`config.mk`:
```
export PLATFORM = sky130hd
export DESIGN_NAME = lifo_stack_engine_unit
export DESIGN_NICKNAME = d
export VERILOG_FILES = /design/src/hw/rtl/lse_pkg.sv /design/src/hw/rtl/lse_ram.sv /design/src/hw/rtl/lse_ctrl.sv /design/src/hw/rtl/lse_datapath.sv /design/src/hw/rtl/lifo_stack_engine_unit.sv
export VERILOG_INCLUDE_DIRS = /design/src /design/src/hw/rtl
export SDC_FILE = /design/constraint.sdc
export NUM_CORES = 2
export LEC_CHECK = 0
export BUFFER_PORTS_ARGS = -buffer_cell sky130_fd_sc_hd__buf_2
export CAP_MARGIN = 20
export CORE_MARGIN = 10
export CORE_UTILIZATION = 23
export DETAILED_ROUTE_END_ITERATION = 10
export HOLD_SLACK_MARGIN = 0.05
export PLACE_DENSITY_LB_ADDON = 0.12
export SYNTH_ARGS = -nofsm -noshare
export SYNTH_HDL_FRONTEND = slang
export SYNTH_SLANG_ARGS = --single-unit
```
`constraint.sdc`:
```
create_clock -name aclk -period 16.2 [get_ports aclk]
set_input_delay 2.43 -clock aclk [delete_from_list [all_inputs] [get_ports aclk]]
set_output_delay 2.43 -clock aclk [all_outputs]
set_load 0.03 [all_outputs]
```
`src/hw/rtl/assert_macros.svh`:
```
`ifndef ASSERT_MACROS_SVH
`define ASSERT_MACROS_SVH

// checked at every rising aclk outside reset
`define ASSERT_ALWAYS(label, prop, msg) \
    label: assert property (@(posedge aclk) disable iff (!aresetn) (prop)) else $error(msg);

// implication checked in the same cycle
`define ASSERT_IMPLIES(label, ante, cons, msg) \
    label: assert property (@(posedge aclk) disable iff (!aresetn) (ante) |-> (cons)) \
        else $error(msg);

`endif

```
`src/hw/rtl/lse_pkg.sv`:
```
`default_nettype none

package lse_pkg;

    localparam int DATA_W              = 32;
    localparam int OPCODE_W            = 3;
    localparam int STATUS_W            = 2;
    localparam int M_USER_W            = STATUS_W + 1;
    localparam int DEFAULT_STACK_DEPTH = 64;

    localparam logic [OPCODE_W-1:0] OP_PUSH = 3'd0;
    localparam logic [OPCODE_W-1:0] OP_DUMP = 3'd1;
    localparam logic [OPCODE_W-1:0] OP_PEEK = 3'd2;
    localparam logic [OPCODE_W-1:0] OP_POP  = 3'd3;
    localparam logic [OPCODE_W-1:0] OP_SWAP = 3'd4;

    localparam logic [STATUS_W-1:0] ST_OK    = 2'd0;
    localparam logic [STATUS_W-1:0] ST_EMPTY = 2'd1;
    localparam logic [STATUS_W-1:0] ST_SHORT = 2'd2;
    localparam logic [STATUS_W-1:0] ST_FULL  = 2'd3;

    // read address select
    localparam logic [1:0] RD_TOP     = 2'd0;
    localparam logic [1:0] RD_SECOND  = 2'd1;
    localparam logic [1:0] RD_IDX_DEC = 2'd2;

    // write select
    localparam logic [1:0] WR_NONE   = 2'd0;
    localparam logic [1:0] WR_PUSH   = 2'd1;
    localparam logic [1:0] WR_TOP    = 2'd2;
    localparam logic [1:0] WR_SECOND = 2'd3;

    typedef struct packed {
        logic                rd_en;
        logic [1:0]          rd_sel;
        logic [1:0]          wr_sel;
        logic                cnt_inc;
        logic                cnt_dec;
        logic                idx_load;
        logic                idx_dec;
        logic                tmp_save;
        logic                out_load;
        logic                out_has;
        logic [STATUS_W-1:0] out_status;
        logic                out_last;
    } lse_cmd_t;

    typedef struct packed {
        logic out_free;
        logic empty;
        logic full;
        logic few_entries;
        logic idx_zero;
    } lse_stat_t;

endpackage

`default_nettype wire

```
`src/hw/rtl/lse_ram.sv`:
```
`default_nettype none

module lse_ram #(
    parameter int WIDTH = 32,
    parameter int DEPTH = 64
) (
    input  wire logic                     aclk,
    input  wire logic                     wr_en,
    input  wire logic [$clog2(DEPTH)-1:0] wr_addr,
    input  wire logic [WIDTH-1:0]         wr_data,
    input  wire logic                     rd_en,
    input  wire logic [$clog2(DEPTH)-1:0] rd_addr,
    output logic      [WIDTH-1:0]         rd_data
);

    logic [WIDTH-1:0] mem [DEPTH];

    always_ff @(posedge aclk) begin
        if (wr_en) begin
            mem[wr_addr] <= wr_data;
        end
        if (rd_en) begin
            rd_data <= mem[rd_addr];
        end
    end

endmodule

`default_nettype wire

```
`src/hw/rtl/lse_ctrl.sv`:
```
`default_nettype none

module lse_ctrl (
    input  wire logic                          aclk,
    input  wire logic                          aresetn,
    input  wire logic                          s_valid,
    input  wire logic [lse_pkg::OPCODE_W-1:0]  opcode,
    output logic                               s_ready,
    input  wire lse_pkg::lse_stat_t            stat,
    output lse_pkg::lse_cmd_t                  cmd
);

    import lse_pkg::*;

    localparam logic [2:0] S_IDLE     = 3'd0;
    localparam logic [2:0] S_PEEK     = 3'd1;
    localparam logic [2:0] S_SWAP_RD  = 3'd2;
    localparam logic [2:0] S_SWAP_WR  = 3'd3;
    localparam logic [2:0] S_SWAP_FIN = 3'd4;
    localparam logic [2:0] S_DUMP     = 3'd5;

    logic [2:0] state_reg;
    logic [2:0] state_next;

    always_ff @(posedge aclk) begin
        if (!aresetn) begin
            state_reg <= S_IDLE;
        end else begin
            state_reg <= state_next;
        end
    end

    always_comb begin
        state_next     = state_reg;
        cmd            = '0;
        cmd.out_status = ST_OK;
        s_ready        = 1'b0;
        unique case (state_reg)
            S_IDLE: begin
                s_ready = stat.out_free;
                if (s_valid && stat.out_free) begin
                    cmd.out_last = 1'b1;
                    unique case (opcode)
                        OP_PUSH: begin
                            cmd.out_load = 1'b1;
                            if (stat.full) begin
                                cmd.out_status = ST_FULL;
                            end else begin
                                cmd.wr_sel  = WR_PUSH;
                                cmd.cnt_inc = 1'b1;
                            end
                        end
                        OP_DUMP: begin
                            if (stat.empty) begin
                                cmd.out_load = 1'b1;
                            end else begin
                                cmd.rd_en    = 1'b1;
                                cmd.rd_sel   = RD_TOP;
                                cmd.idx_load = 1'b1;
                                state_next   = S_DUMP;
                            end
                        end
                        OP_PEEK: begin
                            if (stat.empty) begin
                                cmd.out_load   = 1'b1;
                                cmd.out_status = ST_EMPTY;
                            end else begin
                                cmd.rd_en  = 1'b1;
                                cmd.rd_sel = RD_TOP;
                                state_next = S_PEEK;
                            end
                        end
                        OP_POP: begin
                            cmd.out_load = 1'b1;
                            if (stat.empty) begin
                                cmd.out_status = ST_EMPTY;
                            end else begin
                                cmd.cnt_dec = 1'b1;
                            end
                        end
                        OP_SWAP: begin
                            if (stat.few_entries) begin
                                cmd.out_load   = 1'b1;
                                cmd.out_status = ST_SHORT;
                            end else begin
                                cmd.rd_en  = 1'b1;
                                cmd.rd_sel = RD_TOP;
                                state_next = S_SWAP_RD;
                            end
                        end
                        default: begin
                            cmd.out_load = 1'b1;
                        end
                    endcase
                end
            end
            S_PEEK: begin
                if (stat.out_free) begin
                    cmd.out_load = 1'b1;
                    cmd.out_has  = 1'b1;
                    cmd.out_last = 1'b1;
                    state_next   = S_IDLE;
                end
            end
            S_SWAP_RD: begin
                cmd.tmp_save = 1'b1;
                cmd.rd_en    = 1'b1;
                cmd.rd_sel   = RD_SECOND;
                state_next   = S_SWAP_WR;
            end
            S_SWAP_WR: begin
                cmd.wr_sel = WR_TOP;
                state_next = S_SWAP_FIN;
            end
            S_SWAP_FIN: begin
                cmd.wr_sel = WR_SECOND;
                if (stat.out_free) begin
                    cmd.out_load = 1'b1;
                    cmd.out_last = 1'b1;
                    state_next   = S_IDLE;
                end
            end
            S_DUMP: begin
                if (stat.out_free) begin
                    cmd.out_load = 1'b1;
                    cmd.out_has  = 1'b1;
                    cmd.out_last = stat.idx_zero;
                    if (stat.idx_zero) begin
                        state_next = S_IDLE;
                    end else begin
                        cmd.idx_dec = 1'b1;
                        cmd.rd_en   = 1'b1;
                        cmd.rd_sel  = RD_IDX_DEC;
                    end
                end
            end
            default: begin
                state_next = S_IDLE;
            end
        endcase
    end

endmodule

`default_nettype wire

```
`src/hw/rtl/lse_datapath.sv`:
```
`default_nettype none

module lse_datapath #(
    parameter int STACK_DEPTH = lse_pkg::DEFAULT_STACK_DEPTH
) (
    input  wire logic                         aclk,
    input  wire logic                         aresetn,
    input  wire logic [lse_pkg::DATA_W-1:0]   push_value,
    input  wire lse_pkg::lse_cmd_t            cmd,
    output lse_pkg::lse_stat_t                stat,
    output logic                              m_valid,
    input  wire logic                         m_ready,
    output logic      [lse_pkg::DATA_W-1:0]   m_data,
    output logic      [lse_pkg::M_USER_W-1:0] m_user,
    output logic                              m_last
);

    import lse_pkg::*;

    localparam int AW = $clog2(STACK_DEPTH);
    localparam int CW = $clog2(STACK_DEPTH + 1);

    logic [CW-1:0]       count_reg;
    logic [CW-1:0]       count_next;
    logic [CW-1:0]       cnt_m1;
    logic [CW-1:0]       cnt_m2;
    logic [AW-1:0]       idx_reg;
    logic [AW-1:0]       idx_m1;
    logic [DATA_W-1:0]   tmp_reg;
    logic [DATA_W-1:0]   rd_data;
    logic                wr_en;
    logic [AW-1:0]       wr_addr;
    logic [DATA_W-1:0]   wr_data;
    logic [AW-1:0]       rd_addr;
    logic                m_valid_reg;
    logic [DATA_W-1:0]   m_data_reg;
    logic [M_USER_W-1:0] m_user_reg;
    logic                m_last_reg;

    assign cnt_m1 = count_reg - CW'(1);
    assign cnt_m2 = count_reg - CW'(2);
    assign idx_m1 = idx_reg - AW'(1);

    assign stat.out_free    = !m_valid_reg || m_ready;
    assign stat.empty       = (count_reg == '0);
    assign stat.full        = (count_reg == CW'(STACK_DEPTH));
    assign stat.few_entries = (count_reg < CW'(2));
    assign stat.idx_zero    = (idx_reg == '0);

    always_comb begin
        wr_en   = 1'b0;
        wr_addr = count_reg[AW-1:0];
        wr_data = push_value;
        unique case (cmd.wr_sel)
            WR_PUSH: begin
                wr_en = 1'b1;
            end
            WR_TOP: begin
                wr_en   = 1'b1;
                wr_addr = cnt_m1[AW-1:0];
                wr_data = rd_data;
            end
            WR_SECOND: begin
                wr_en   = 1'b1;
                wr_addr = cnt_m2[AW-1:0];
                wr_data = tmp_reg;
            end
            default: begin
                wr_en = 1'b0;
            end
        endcase
    end

    always_comb begin
        unique case (cmd.rd_sel)
            RD_TOP:     rd_addr = cnt_m1[AW-1:0];
            RD_SECOND:  rd_addr = cnt_m2[AW-1:0];
            RD_IDX_DEC: rd_addr = idx_m1;
            default:    rd_addr = cnt_m1[AW-1:0];
        endcase
    end

    lse_ram #(
        .WIDTH (DATA_W),
        .DEPTH (STACK_DEPTH)
    ) u_ram (
        .aclk    (aclk),
        .wr_en   (wr_en),
        .wr_addr (wr_addr),
        .wr_data (wr_data),
        .rd_en   (cmd.rd_en),
        .rd_addr (rd_addr),
        .rd_data (rd_data)
    );

    always_comb begin
        count_next = count_reg;
        if (cmd.cnt_inc) begin
            count_next = count_reg + CW'(1);
        end else if (cmd.cnt_dec) begin
            count_next = cnt_m1;
        end
    end

    always_ff @(posedge aclk) begin
        if (!aresetn) begin
            count_reg   <= '0;
            m_valid_reg <= 1'b0;
        end else begin
            count_reg <= count_next;
            if (cmd.out_load) begin
                m_valid_reg <= 1'b1;
            end else if (m_ready) begin
                m_valid_reg <= 1'b0;
            end
        end
    end

    always_ff @(posedge aclk) begin
        if (cmd.idx_load) begin
            idx_reg <= cnt_m1[AW-1:0];
        end else if (cmd.idx_dec) begin
            idx_reg <= idx_m1;
        end
        if (cmd.tmp_save) begin
            tmp_reg <= rd_data;
        end
        if (cmd.out_load) begin
            m_data_reg <= cmd.out_has ? rd_data : '0;
            m_user_reg <= {cmd.out_status, cmd.out_has};
            m_last_reg <= cmd.out_last;
        end
    end

    assign m_valid = m_valid_reg;
    assign m_data  = m_data_reg;
    assign m_user  = m_user_reg;
    assign m_last  = m_last_reg;

endmodule

`default_nettype wire

```
`src/hw/rtl/lifo_stack_engine_unit.sv`:
```
// lifo stack of signed 32-bit entries, one command per slave transaction
// slave side: s_axis_tuser carries the opcode (push, dump, peek, pop, swap),
//   s_axis_tdata the value stored by push
// master side: one or more result transactions per command;
//   m_axis_tlast marks the final one, m_axis_tuser carries has_value and status
// a command is taken only while the output register is empty or being drained
// push, pop and failed or no-op commands: result registered, valid next cycle
// peek: one registered ram read (state S_PEEK) before the result
// swap: two reads and two writes through the single-port-pair ram
// dump of n entries: a read of the top entry first, then one entry per cycle
//   while the master is not stalling, top first
// a master stall holds the result; the sequencer waits in its result-loading states until taken
// reset empties the stack at once; ram contents need no clearing
`default_nettype none
`include "assert_macros.svh"

module lifo_stack_engine_unit #(
    parameter int STACK_DEPTH = lse_pkg::DEFAULT_STACK_DEPTH
) (
    input  wire logic                         aclk,
    input  wire logic                         aresetn,
    input  wire logic                         s_axis_tvalid,
    output logic                              s_axis_tready,
    // push_value
    input  wire logic [lse_pkg::DATA_W-1:0]   s_axis_tdata,
    // opcode
    input  wire logic [lse_pkg::OPCODE_W-1:0] s_axis_tuser,
    output logic                              m_axis_tvalid,
    input  wire logic                         m_axis_tready,
    // result_value
    output logic      [lse_pkg::DATA_W-1:0]   m_axis_tdata,
    // has_value, status
    output logic      [lse_pkg::M_USER_W-1:0] m_axis_tuser,
    output logic                              m_axis_tlast
);

    import lse_pkg::*;

    lse_cmd_t  cmd;
    lse_stat_t stat;

    lse_ctrl u_ctrl (
        .aclk    (aclk),
        .aresetn (aresetn),
        .s_valid (s_axis_tvalid),
        .opcode  (s_axis_tuser),
        .s_ready (s_axis_tready),
        .stat    (stat),
        .cmd     (cmd)
    );

    lse_datapath #(
        .STACK_DEPTH (STACK_DEPTH)
    ) u_datapath (
        .aclk       (aclk),
        .aresetn    (aresetn),
        .push_value (s_axis_tdata),
        .cmd        (cmd),
        .stat       (stat),
        .m_valid    (m_axis_tvalid),
        .m_ready    (m_axis_tready),
        .m_data     (m_axis_tdata),
        .m_user     (m_axis_tuser),
        .m_last     (m_axis_tlast)
    );

    `ASSERT_IMPLIES(a_ready_out_free, s_axis_tready,
                    !m_axis_tvalid || m_axis_tready, "ready with output busy")
    `ASSERT_IMPLIES(a_load_out_free, cmd.out_load, stat.out_free, "result overwritten")
    `ASSERT_IMPLIES(a_no_push_full, cmd.wr_sel == WR_PUSH, !stat.full, "push on full stack")
    `ASSERT_IMPLIES(a_value_ok, m_axis_tvalid && m_axis_tuser[0],
                    m_axis_tuser[2:1] == ST_OK, "value with error status")
    `ASSERT_ALWAYS(a_inc_dec_excl, !(cmd.cnt_inc && cmd.cnt_dec), "count up and down together")

endmodule

`default_nettype wire

```
**Word-level counts from Yosys, hierarchy flattened**

Memory sizes are Yosys's and may differ from the RTL's. A register that Yosys moved wholly into a read port is not among the register bits.
Cells that the tools add are included.

- Eq/ne operators: 23
- $lt $le $gt $ge: 1
- Reduce and logical (&&, ||, !) cells: 17
- Add/subtract/negate cells: 4
- Multiplexer cells: 55

Operator list:

| operator | number |
|---|---|
| $pmux 32 s2 | 1 |
| $mux 3 | 12 |
| $pmux 6 s2 | 2 |
| $mux 1 | 21 |
| $pmux 3 s3 | 2 |
| $pmux 3 s5 | 1 |
| $mux 7 | 2 |
| $eq 3x2->1 const B | 4 |
| $mux 6 | 2 |
| $pmux 2 s3 | 2 |
| $mux 2 | 5 |
| $eq 3x3->1 const B | 3 |
| $ne 3x3->1 const B | 3 |
| $mux 8 | 1 |
| $ne 2x1->1 const B | 4 |
| $reduce_and 8->1 | 1 |
| $reduce_or 2->1 | 4 |
| $add 7x1->7 const B | 1 |
| $eq 7x7->1 const B | 1 |
| $logic_not 7->1 | 1 |
| $lt 7x2->1 const B | 1 |
| $sub 7x1->7 const B | 1 |
| $eq 2x2->1 const B | 3 |
| $eq 3x1->1 const B | 2 |
| other kinds (15) | 20 |

- Word-level logic and storage cells: 110
- Output and inout port bits: 38
- Input bits: 39
- Flip-flop bits (word level): 85
- Memories kept: 1
- Memory bits (writable): 2048

Memory list:

| name | words | width | read ports | clocked after memory_dff | wr ports | line | source |
|---|---|---|---|---|---|---|---|
| u_datapath.u_ram.mem | 64 | 32 | 1 | 1 | 1 | lse_ram.sv:16 | `logic [WIDTH-1:0] mem [DEPTH];` |

**Longest topological paths before layout**

- Depth in word-level cells: 10
- Depth in mapped cells: 18
- Gate-level depth less buffers: 13

**By module**

A second synthesis with hierarchy kept.

- Cell total of the unflattened synthesis: 3737
- Area, all modules: 83426.3 um2

Modules (own cells, without submodules):

| module | area each (um2) | cells each | instances | seq. area each (um2) |
|---|---|---|---|---|
| lse_ram | 78833.1 | 3324 | 1 | 62459.9 |
| lse_datapath | 4145.2 | 357 | 1 | 2382.3 |
| lse_ctrl | 447.9 | 56 | 1 | 60.1 |

**Worst setup path after synthesis**

OpenSTA, ideal clock, no wires.

- Path kind: input to register
- Start point: input port s_axis_tuser[1] (netlist bit)
- End point: register u_datapath.u_ram.rd_data[0] (read register of u_datapath.u_ram.mem) (enable)
- Data arrival time: 5.783 ns
- Setup slack: 9.947 ns
- Required time: 15.730 ns
- Stages: 7
- Setup time: 0.470 ns
- Path buffers: 1
- Cells stage by stage: clkbuf_1 -> a211oi_1 -> a31oi_1 -> o32a_1 -> nor2b_1 -> a21oi_1 -> o31ai_1

RTL lines:

| item | line | source |
|---|---|---|
| start: declaration | lifo_stack_engine_unit.sv:27 | `input wire logic [lse_pkg::OPCODE_W-1:0] s_axis_tuser,` |
| end: declaration | lse_ram.sv:13 | `output logic [WIDTH-1:0] rd_data` |

**Worst setup path after layout**

- Start point: input port m_axis_tready
- End point: register u_datapath.u_ram.rd_data[24] (read register of u_datapath.u_ram.mem) (data pin)

- Word-level cells in the longest chain between the ends: 6
- Elaborated cells between the ends (all ways): 8
- Classes of those cells: eq/ne (2); mux (4); reduce/logical (2)

Ends and longest elaborated chain:

| item | line | source |
|---|---|---|
| start: declaration | lifo_stack_engine_unit.sv:29 | `input wire logic m_axis_tready,` |
| $logic_or 1x1->1 * | lse_datapath.sv:44 | `assign stat.out_free = !m_valid_reg \|\| m_ready;` |
| $logic_and 1x1->1 | lse_ctrl.sv:41 | `if (s_valid && stat.out_free) begin` |
| $mux 8 | lse_ctrl.sv:41 |  |
| $pmux 3 s3 * | lse_ctrl.sv:38 | `unique case (state_reg)` |
| $eq 2x2->1 / $eq 2x1->1 (equally long branches) | lse_datapath.sv:75 | `unique case (cmd.rd_sel)` |
| $pmux 6 s2 | lse_datapath.sv:75 |  |

Mark *: on every way between the ends. The rest lies on a longest branch, timed or not.
A chain may end at the register's enable or synchronous reset.

==> results.md <==
* Outcome: complete, no violations
* Area delta synth->final at 16.4%
* Post-Route WL at ~330,000 um
* Average cell area after synthesis at about 13 um^2
* Max FFs per register at between 2,000 and 2,500
* Max IR drop VDD at about 0.000074 V
* Remaining global-route overflow at 0
* Maximum number of pins on one net before global-route repair at 230
* Number of global-route vias before repair at approximately 60,000
* Critical Path AT at 8.79 ns
* Fin crit period at ~8.2 ns
* Quantity of hold-fixing buffers added after cts at 0
* Chip width at 656 um
* Placement Cell Area at approximately 100,000 um^2
* 1st-iter DRT viols at approximately 4,900
* Leakage power figure at ~33 nW
* Detailed-router iteration count before antenna repair at 6
* Max Slew Vio Count at 0
* Mapped Area at 92,900 um^2
* Critical path destination: u_datapath.u_ram.rd_data[24]$_DFFE_PP_
* Cell count of the worst reg-to-reg path at 15
* H-tree Lvls at 5
* Start point of the critical path: m_axis_tready
* Internal reg-to-reg setup slack at between 8 and 9 ns
* Number of primary I/O pins at 77
* FF+latch count, synth at 2,165
* All-Layer GR Usage at roughly 15%
* Remaining design rule violation count at 0
* Number of hold-slack violations in the final timing report at 0
* Commonest cells after routing, fill and taps aside: 2,154 x edfxtp_1, 560 x o21ai_0, 445 x nand2_1, 419 x and3_1, 355 x a21boi_0
* Max Fanout on Critical Path at between 60 and 70
* Reg clk slew, reported paths at around 0.060 ns
* Register ranked first by flip-flop count: u_datapath.u_ram.mem
* Hold Slack at ~0.63 ns
* First-pass GRT wire length at 471,000 um
* Number of port buffers at between 70 and 80
* Sequential fraction of the synthesis area at a little over two thirds
* Cell Chain, Critical Path: buf_2, nor2b_1, nor2_2, buf_4, nand2_1, ha_4, buf_4, o31ai_4, buf_4, buf_12, nand2b_2, buf_4, a211oi_1, nor4_1, nor4_1, o41ai_1
* Count of endpoints failing setup in the final report at 0
* Area enclosed by the die boundary at ~430,000 um^2
* Number of violations of the max-capacitance limit at 0
* Critical path's slowest cell: nor4_1
* Die extent in y at about 660 um
* Commonest non-fill, non-tap cell in the layout: edfxtp_1
* Top achievable clock speed at ~120 MHz
* Total negative setup slack at 0 ns
* Launch instance of the worst register-to-register path: u_datapath.idx_reg[0]$_DFFE_PP_
* Critical Path Max Stage Delay at around 0.9 ns
* Setup bufs post-CTS at 0
* CTS resizes at 0
* Final cell area excluding filler cells at between 100,000 and 150,000 um^2
* YS warnings at 0
* Maximum root-to-sink buffer count at 4
* Place WS at a little under 7 ns
* Synthesized Nets at roughly 7,100
* Worst Setup End Kind: register
* Global placement routability congestion at about 0.75
* Number of enable flip-flop cells after synthesis at around 2,200
* Insertion delay of the later-clocked pin in the worst-skew pair at 0.89 ns
* Slack of the critical path at about 8.0 ns
* Post-detailed-route wirelength per cell at around 26 um
* Post-Synthesis Cells at 7,037
* Async set-or-reset flop fraction in the synthesized netlist at 0%
* Filler-free cell count of the finished design at ~13,000
* CTS buffer count at approximately 270
* Antenna violations before repair at 17
* Post-layout nets at ~7,000
* Detail-routed via count per cell at between 4 and 5
* Endpoint required time on the critical path at between 15 and 20 ns
* Classification of the worst-slack hold path: reg2reg
* Library cell used as clock root buffer: clkbuf_16
* Clock sink total at 2,165
* Number of distinct library cell variants in the gate-level netlist after synthesis at 86
* Std-Cell Core Area at 403,000 um^2
* Detail Placement HPWL at about 180,000 um
* Startpoint type of the worst setup path: primary input
* Number of rows created at floorplan at around 230
* Worst slew margin relative to its limit at roughly a fifth
* Placed instance count at 12,100
* Worst-case clock skew at 0.0467 ns
* Via count at approximately 60,000
* RSZ-0062 raised after global routing: false
* Pwr dens at between 100 and 150 nW/um^2
* Reg2Reg Capture Point: u_datapath.u_ram.rd_data[24]$_DFFE_PP_
* Worst Path Class, Setup: in2reg
* Tightest Pin Transition at ~1.2 ns
* TritonCTS clock tree: yes
* Most used flip-flop cell after synthesis: edfxtp_1
* Final period util at between 50% and 60%
* Share of final-layout standard cells stronger than drive strength 1 at between 10% and 20%
* Number of nets still failing antenna checks after routing at 0
* Initial core utilization at a little under a quarter
* Cell occurring most often along the worst timing path: buf_4
cells in the mapped netlist, types with 10 or more instances:
cell | instances | area (um^2)
a211oi_1 | 130 | 976
a21boi_0 | 355 | 2670
a21boi_1 | 31 | 233
a21o_1 | 33 | 248
a21oi_1 | 137 | 686
a22oi_1 | 35 | 263
a31oi_1 | 65 | 407
a32oi_1 | 63 | 552
a41oi_1 | 98 | 858
and3_1 | 419 | 2620
buf_1 | 39 | 146
buf_2 | 186 | 931
buf_4 | 14 | 105
buf_6 | 14 | 158
clkbuf_1 | 371 | 1390
dfxtp_1 | 11 | 220
edfxtp_1 | 2154 | 64700
inv_1 | 80 | 300
mux2i_1 | 71 | 711
nand2_1 | 479 | 1800
nand2b_1 | 70 | 438
nand3_1 | 136 | 681
nand4_1 | 32 | 200
nor2_1 | 279 | 1050
nor3_1 | 206 | 1030
nor4_1 | 95 | 594
o211ai_1 | 126 | 946
o21a_1 | 132 | 991
o21ai_0 | 560 | 2800
o21ai_1 | 86 | 430
o22ai_1 | 321 | 2010
o41ai_1 | 31 | 272
or3_1 | 63 | 394
xnor2_1 | 10 | 87.6
layer usage:
| metal | GRT usage (%) | vias to the layer above | routed length [um] |
|---|---|---|---|
| met5 | 0 | - | 0 |
| met4 | 2.71 | 0 | 5780 |
| met2 | 22.9 | 1450 | 148000 |
| li1 | - | 27400 | - |
| met1 | 21.7 | 32200 | 163000 |
| met3 | 1.83 | 384 | 14200 |
worst max-delay path, delay by kind of cell:
family	cells	cell delay (ns)
AND/OR/NAND/NOR	6	1.93
AO/OA/AOI/OAI	3	0.96
adder cells (fa/ha/maj)	1	0.54
buffers and inverters	6	2.46
through the flow:
stage,util [%],power [mW]
after floorplan,-,6.72
after global placement,24.8,7.05
after detailed placement,24.8,7.06
after CTS,26.8,12.9
after global routing,26.9,13.1
final,26.9,12.7
how the worst min path moves through the flow:
stage / startpoint / end / cells past startpoint
after global placement: u_datapath.count_reg[6]$_SDFFE_PN0P_ / u_datapath.count_reg[6]$_SDFFE_PN0P_ / 2
after detailed placement: u_datapath.count_reg[6]$_SDFFE_PN0P_ / u_datapath.count_reg[6]$_SDFFE_PN0P_ / 2
after global routing: u_datapath.count_reg[6]$_SDFFE_PN0P_ / u_datapath.count_reg[6]$_SDFFE_PN0P_ / 2
final: u_datapath.count_reg[6]$_SDFFE_PN0P_ / u_datapath.count_reg[6]$_SDFFE_PN0P_ / 2
after floorplan: u_datapath.u_ram.rd_data[0]$_DFFE_PP_ / u_datapath.tmp_reg[0]$_DFFE_PP_ / 0
after CTS: u_datapath.count_reg[6]$_SDFFE_PN0P_ / u_datapath.count_reg[6]$_SDFFE_PN0P_ / 2
power by group:
| part | switching [mW] | internal (mW) | leakage, nW |
|---|---|---|---|
| logic | 0.555 | 0.179 | 9.80 |
| registers | 0.0126 | 6.19 | 19.5 |
| clock network | 2.42 | 3.33 | 4.03 |
cell type report:
type / count / area (um^2)
multi-input combinational: 4162 / 25700
timing repair buffer: 301 / 2130
antenna: 6 / 15.0
sequential: 2165 / 64900
clock inverter: 134 / 993
tap: 5405 / 6760
fill: 41200 / 294000
clock buffer: 340 / 7250
inverter: 82 / 318
kinds of logic after synthesis:
group	synth area share, %
DFF	69.9
buffers and inverters	3.30
AOI/OAI and AO/OA	15.8
muxes	0.789
and+or+nand+nor	9.96
xor gates and xnor gates	0.178
adders and majority gates	0.108
Power figures use the tool's default switching activity.
